==> config.mk <==
export PLATFORM = sky130hd
export DESIGN_NAME = mce_div_cell
export DESIGN_NICKNAME = d
export VERILOG_FILES = /design/src/rtl/core/mce_pkg.sv /design/src/rtl/core/mce_div_cell.sv
export SDC_FILE = /design/constraint.sdc
export NUM_CORES = 1
export LEC_CHECK = 0
export ABC_CLOCK_PERIOD_IN_PS = 2300
export BUFFER_PORTS_ARGS = -buffer_cell sky130_fd_sc_hd__buf_2
export CORE_AREA = 2 2 125 127
export CTS_CLUSTER_SIZE = 8
export DETAILED_ROUTE_END_ITERATION = 6
export DIE_AREA = 0 0 127 129
export GPL_TIMING_DRIVEN = 0
export PLACE_DENSITY = 0.81
export SLEW_MARGIN = 30
export SYNTH_ARGS = -nofsm -noshare
export SYNTH_HDL_FRONTEND = slang
export SYNTH_SLANG_ARGS = --single-unit
==> constraint.sdc <==
create_clock -name clk -period 2.3 [get_ports clk]
set_input_delay 0.23 -clock clk [delete_from_list [all_inputs] [get_ports clk]]
set_output_delay 0.23 -clock clk [all_outputs]
set_load 0.02 [all_outputs]
==> src/rtl/core/mce_pkg.sv <==
// ----------------------------------------------------------------------------
// mce_pkg
// Shared types, constants and the restoring divide step for the MBR CHS
// entry encoder.
// ----------------------------------------------------------------------------
package mce_pkg;

  localparam int LBA_W        = 32;
  localparam int DIV_W        = 8;
  localparam int SPT_W        = 6;
  localparam int HPC_W        = 8;
  localparam int CYLCNT_W     = 16;
  localparam int CYL_W        = 10;
  localparam int MAX_CYLINDER = 1023;
  localparam int ADDR_W       = 4;
  localparam int DATA_W       = 32;

  // register index, taken from paddr[3:2]
  localparam logic [1:0] REG_SPT    = 2'd0;
  localparam logic [1:0] REG_HPC    = 2'd1;
  localparam logic [1:0] REG_CYLCNT = 2'd2;

  localparam logic [SPT_W-1:0]    SPT_RST    = 6'd63;
  localparam logic [HPC_W-1:0]    HPC_RST    = 8'd255;
  localparam logic [CYLCNT_W-1:0] CYLCNT_RST = 16'd0;

  // one division in flight: partial remainder and the dividend/quotient word
  typedef struct packed {
    logic [DIV_W-1:0] rem;
    logic [LBA_W-1:0] work;
  } div_lane_t;

  typedef struct packed {
    logic [LBA_W-1:0] lba;
    logic [LBA_W-1:0] size;
    logic [SPT_W-1:0] s_sec;
    logic [SPT_W-1:0] e_sec;
  } side_t;

  typedef struct packed {
    div_lane_t s;
    div_lane_t e;
    side_t     side;
  } cell_data_t;

  typedef struct packed {
    logic [7:0] hb;
    logic [7:0] sb;
    logic [7:0] cb;
  } chs_t;

  // one restoring step: shift in the next dividend bit, set the new quotient bit
  function automatic div_lane_t div_step(div_lane_t l, logic [DIV_W-1:0] d);
    logic [DIV_W:0] t;
    logic [DIV_W:0] diff;
    div_lane_t      r;
    t      = {l.rem, l.work[LBA_W-1]};
    diff   = t - {1'b0, d};
    r.work = {l.work[LBA_W-2:0], 1'b0};
    if (t >= {1'b0, d}) begin
      r.rem     = diff[DIV_W-1:0];
      r.work[0] = 1'b1;
    end else begin
      r.rem = t[DIV_W-1:0];
    end
    return r;
  endfunction

endpackage

==> src/rtl/core/mce_div_cell.sv <==
// ----------------------------------------------------------------------------
// mce_div_cell
// One stage of the divider chain: one quotient bit for the start and the end
// lane, with the side data carried along.
// ----------------------------------------------------------------------------
module mce_div_cell
  import mce_pkg::*;
(
  input  logic             clk,
  input  logic             rst_n,
  input  logic             adv,
  input  logic [DIV_W-1:0] divisor,
  input  logic             vld_in,
  input  cell_data_t       data_in,
  output logic             vld_out,
  output cell_data_t       data_out
);

  logic       vld_r;
  cell_data_t data_r;
  cell_data_t data_nxt;

  always_comb begin
    data_nxt      = data_in;
    data_nxt.s    = div_step(data_in.s, divisor);
    data_nxt.e    = div_step(data_in.e, divisor);
  end

  always_ff @(posedge clk) begin
    if (!rst_n) begin
      vld_r <= 1'b0;
    end else if (adv) begin
      vld_r <= vld_in;
    end
  end

  always_ff @(posedge clk) begin
    if (adv) begin
      data_r <= data_nxt;
    end
  end

  assign vld_out  = vld_r;
  assign data_out = data_r;

endmodule

==> results of run 1 <==
## sequential cells by signal, summed over array words and instances, names as in the netlist
name and flops:
data_out 156, vld_out 1
## how the worst max path moves through the flow
stage / endpoint / cells after the start / from
2_1_floorplan: data_out[110] / 7 / divisor[6]
3_3_place_gp: vld_out / 3 / adv
3_5_place_dp: data_out[154] / 8 / divisor[6]
4_1_cts: data_out[154] / 8 / divisor[6]
5_1_grt: data_out[115] / 10 / divisor[5]
6_report: data_out[150] / 8 / divisor[6]
## cell type report
cell class	count	area, um2	area share
Tap cell	188	235	0.0244
Sequential cell	157	4700	0.487
Clock buffer	18	429	0.0445
Multi-Input combinational cell	106	960	0.0994
Clock inverter	13	155	0.0161
Inverter	16	60.1	0.00622
Buffer	4	38.8	0.00402
Timing Repair Buffer	464	3070	0.318
## power breakdown
| part | internal [mW] | switching (mW) | leakage, nW | total (mW) |
|---|---|---|---|---|
| combinational | 0.596 | 0.732 | 2.42 | 1.33 |
| clock | 1.62 | 1.16 | 0.282 | 2.78 |
| sequential | 3.43 | 0.0715 | 1.54 | 3.50 |
| total | 5.65 | 1.96 | 4.24 | 7.62 |
## critical path, cell delays in order
cell and delay (ns):
buf_2 0.08, inv_1 0.05, ha_1 0.38, a21o_1 0.25, a2111oi_2 0.39, o21a_1 0.19
buf_6 0.16, mux2_4 0.30
## stage by stage
step | cell area [um2] | util | TNS, ns
after floorplan | 5760 | - | 0
after global placement | 7620 | 0.509 | -113.12
after detailed placement | 7680 | 0.513 | 0
after CTS | 9650 | 0.644 | 0
after global routing | 9650 | 0.644 | 0
final | 9650 | 0.644 | 0
## cells in the mapped netlist, types with 3 or more instances
| library cell | count | share of area |
|---|---|---|
| edfxtp_1 | 156 | 0.81 |
| ha_1 | 16 | 0.035 |
| inv_1 | 16 | 0.010 |
| mux2_4 | 12 | 0.031 |
| nor2_1 | 8 | 0.0052 |
| nor3_1 | 7 | 0.0061 |
| xnor2_1 | 6 | 0.0091 |
| mux2i_1 | 5 | 0.0087 |
| a21o_1 | 4 | 0.0052 |
| a21oi_1 | 4 | 0.0035 |
| nand2b_1 | 4 | 0.0043 |
| nand3_1 | 4 | 0.0035 |
| o21a_1 | 4 | 0.0052 |
| a211o_1 | 3 | 0.0046 |
| buf_6 | 3 | 0.0059 |
| nor2b_1 | 3 | 0.0033 |
| o21ai_0 | 3 | 0.0026 |
## layer usage
metal	routed length, um	share of wire	track usage	vias to the layer above
li1	-	-	-	2085
met1	6490	0.36	0.222	2193
met2	9720	0.54	0.387	242
met3	1410	0.078	0.0753	46
met4	451	0.025	0.0802	0
met5	0	0	0	-
## kinds of logic after synthesis
logic type      count (synthesis)
compound gates                 33
xor+xnor                        6
fa+ha+maj                      18
buf+inv                        20
flops                         157
mux                            17
simple gates                   32
==> results_dict.tcl, run 1 <==
set metrics [dict create \
    p_leak_nw 4.24 \
    globalRouteOverflowTotal 0 \
    worstHoldEndpoint "vld_out" \
    antenna_found_initial 0 \
    fmax_ghz 0.535 \
    remaining_drc_errors 0 \
    hold_viol 0 \
    async_flop_share 0 \
    ys_seq_elements 157 \
    drtPass1Iterations 4 \
    maxSlewViolCount 0 \
    initialDrtViolationCount 262 \
    num_rows 45 \
    ys_warn_count 0 \
    rsz0062_at_grt "false" \
    tightest_slew_ns 0.398 \
    min_path_type "in2reg" \
    fin_nets 952 \
    final_cells 966 \
    seq_area_frac_synth 0.816 \
    final_common_cell "buf_2" \
    reg2reg_from "vld_out" \
    grt_max_degree 59 \
    ant_nets 0 \
    synth_top_family_by_area "compound AO/OA/AOI/OAI gates" \
    cts_htree_levels 4 \
    crit_path_max_fanout 9 \
    core_um2 15000 \
    synthesis.area_um2 5760 \
    grt.total_usage 0.210 \
    num-fill-cells 1067 \
    cts_tree "built" \
    synth-edff-count 156 \
    synth_cell_types 33 \
    worstSetupEndpointType "flop" \
    r2r_cells 2 \
    synth_nets 469 \
    worst_hold_path.num_cells 2 \
    max_slew_margin 0.735 \
    hpwl_um 11500 \
    power_mw 7.62 \
    post-place-ws_ns 0.0133 \
    skew_ns 0 \
    wl_um 18100 \
    drv_cap 0 \
    min_from "rst_n" \
    final_cell_mix "buf_2 (323), edfxtp_1 (156), dlygate4sd3_1 (138)" \
    r2r_setup_slack_ns 1.68 \
    vdd_drop_max_mv 0.499 \
    place_congestion 0.880 \
    die_w_um 127 \
    antennaDiodeCount 0 \
    drt-vias-per-instance 4.73 \
    synthFlopType "edfxtp_1" \
    finalCriticalPeriod_ns 1.87 \
    powerDensity_nw_per_um2 789 \
    hold-worst-slack_ns 0.0409 \
    die_area_um2 16400 \
    io_buffers 324 \
    cts_buffers 17 \
    initial_core_util 0.385 \
    fin_crit_sh 0.812 \
    synth_xor_area_frac 0.00912 \
    clock-root-buffer "clkbuf_16" \
    synth_fa_ha_area_frac 0.0417 \
    worstSetupPathType "in2reg" \
    rr_endpoint "vld_out" \
    holdBufCountCts 138 \
    wl_per_cell_um 18.7 \
    synth_compound_area_frac 0.0475 \
    critPathLaunchType "input pin" \
    dp_cells 797 \
    cts_sinks 157 \
    clock_latency_ns 0.41 \
    syn2layout_area_growth_pct 67.5 \
    grt_pass1_wl_um 25700 \
    grt_pass1_vias 4808 \
    io_pins 325 \
    critPathArrivalTime_ns 2.02 \
    cts_resized 0 \
    netlist_instances 283 \
    synth-simple-area-share 0.0282 \
    muxShareOfSynthArea 0.0399 \
    drive_gt1_frac 0.487 \
    status "finished, final reports clean" \
    vias 4566 \
    worst_slack_ns 0.432 \
    critPathRequiredTime_ns 2.46 \
    setup_viol 0 \
    clock_path_buffers 2 \
    clkTransAtPathRegs_ns 0.06 \
    die_y_um 129 \
    cts_setup_buffers 0 \
    syn_avg_cell_area_um2 20.4 \
]
Note: power is estimated with default switching activity, not from simulation.
==> inputs of run 2 (changes only) <==
Settings changed: ABC_CLOCK_PERIOD_IN_PS 2300 to 1800.
Clock period 2.3 ns to 1.8 ns, I/O delays scaled along.
==> run 2 against run 1 <==
Via count is 0.57% higher. Cell area increased by 1.6%. Cell count up 0.21%. Sequential power up 28%. Clock power rose by 37%. Wire length up 6.8%. Sequential share of layout area is 0.75 points lower. Non-clock buffer count increased by 1. Worst setup slack got worse by 0.37 ns. Flip-flop and latch count stayed put. Critical endpoint is now data_out[114]. Combinational power is 31% higher.
==> results_dict.tcl, run 2 (synthesis results as in run 1) <==
set metrics [dict create \
    ant_nets 0 \
    maxSlewViolCount 0 \
    reg2reg_from "vld_out" \
    clkTransAtPathRegs_ns 0.07 \
    cts_sinks 157 \
    grt_pass1_wl_um 27400 \
    critPathArrivalTime_ns 1.90 \
    worstSetupStartpoint "divisor[2]" \
    r2r_cells 2 \
    io_buffers 324 \
    vdd_drop_max_mv 0.751 \
    place_congestion 0.911 \
    cts_tree "built" \
    critPathLaunchType "input pin" \
    clock_latency_ns 0.41 \
    critPathRequiredTime_ns 1.96 \
    final_common_cell "buf_2" \
    min_from "vld_in" \
    io_pins 325 \
    hpwl_um 11900 \
    num_rows 45 \
    cts_buffers 17 \
    final_cells 968 \
    setup_viol 0 \
    finalCriticalPeriod_ns 1.74 \
    fin_crit_sh 0.966 \
    vias 4592 \
    clock-root-buffer "clkbuf_16" \
    powerDensity_nw_per_um2 1030 \
    die_y_um 129 \
    worstHoldEndpoint "vld_out" \
    grt_max_degree 100 \
    crit_slowest_cell "ha_1" \
    clock_path_buffers 2 \
    min_path_type "in2reg" \
    r2r_setup_slack_ns 1.19 \
    drtPass1Iterations 4 \
    path_cells "buf_2 -> inv_1 -> ha_1 -> nor2b_2 -> o31a_1 -> buf_4 -> a311o_1 -> mux2_4" \
    drt-vias-per-instance 4.74 \
    antenna_found_initial 0 \
    drv_cap 0 \
    worstSetupEndpointType "flop" \
    worst_hold_path.num_cells 3 \
    remaining_drc_errors 0 \
    status "finished, final reports clean" \
    skew_ns 0 \
    tightest_slew_ns 0.471 \
    crit_path_max_fanout 5 \
    core_um2 15000 \
    p_leak_nw 4.26 \
    wl_per_cell_um 19.9 \
    wl_um 19300 \
    grt_pass1_vias 4851 \
    fmax_ghz 0.575 \
    cts_htree_levels 4 \
    die_area_um2 16400 \
    final_cell_mix "buf_2 (323), edfxtp_1 (156), dlygate4sd3_1 (139)" \
    worstSetupPathType "in2reg" \
    largest_reg_flops 156 \
    power_mw 10.0 \
    initial_core_util 0.385 \
    hold-worst-slack_ns 0.0303 \
    rsz0062_at_grt "false" \
    antennaDiodeCount 0 \
    grt.total_usage 0.226 \
    hold_viol 0 \
    initialDrtViolationCount 335 \
    drive_gt1_frac 0.505 \
    path_buf_inv 3 \
    cpLargestDelayFamily "compound AO/OA/AOI/OAI gates" \
    globalRouteOverflowTotal 0 \
    max_slew_margin 0.686 \
    syn2layout_area_growth_pct 70.1 \
    dp_cells 796 \
    rr_endpoint "vld_out" \
    fin_nets 953 \
    worst_path_largest_cell_delay_ns 0.36 \
    die_w_um 127 \
]
## run 2: cell types whose count changed in the layout (fill, tap and decap cells not counted), sizes merged
cell / change
inv: -2
clkinv: +5
clkinvlp: -1
dlygate4sd3: +1
clkbuf: -1
## run 2: final cells by class
class | count | area, um2
Tap cell | 188 | 235
Fill cell | 1020 | 5180
Clock inverter | 15 | 224
Timing Repair Buffer | 465 | 3060
Clock buffer | 17 | 425
Inverter | 16 | 63.8
Buffer | 4 | 47.5
Multi-Input combinational cell | 106 | 1040
Sequential cell | 157 | 4700
## run 2: repair_timing
action,in CTS,in global routing
buffers inserted,0,1
endpoints found under the hold margin,139,0
setup endpoints to repair,0,6
resized for setup,0,3
hold buffers,139,0
## run 2: power by group
group	internal (mW)	switching [mW]	leakage (nW)
sequential	4.39	0.101	1.54
combinational	0.780	0.963	2.41
clock	2.16	1.66	0.315
## run 2: metrics by stage
step	instance area, um2	TNS, ns	utilization	setup WS [ns]
finish	9800	0	0.654	0.0615
global route	9800	0	0.654	0.00871
detailed placement	7730	-5.01	0.516	-0.387
global placement	7690	-182.09	0.514	-1.19
floorplan	5840	-1.36	-	-0.127
CTS	9770	0	0.652	0.0555
## run 2: worst max-delay path by stage
stage | slack (ns) | depth (start not counted) | endpoint
5_1_grt | 0.009 | 9 | data_out[113]
3_3_place_gp | -1.19 | 3 | vld_out
2_1_floorplan | -0.13 | 7 | data_out[110]
3_5_place_dp | -0.39 | 8 | data_out[114]
6_report | 0.06 | 8 | data_out[114]
4_1_cts | 0.06 | 8 | data_out[114]
## run 2: layer usage
layer	routed length (um)	GRT usage	vias to the layer above	share of wire
li1	-	-	2087	-
met1	6740	0.237	2233	0.35
met2	10500	0.416	223	0.55
met3	1440	0.0790	49	0.075
met4	575	0.0931	0	0.030
met5	0	0	-	0
## run 2: tightest hold or removal path, delay by kind of cell
| family | cells | cell delay (ns) |
|---|---|---|
| simple gates | 1 | 0.09 |
| mux | 1 | 0.06 |
| buf+inv | 1 | 0.08 |
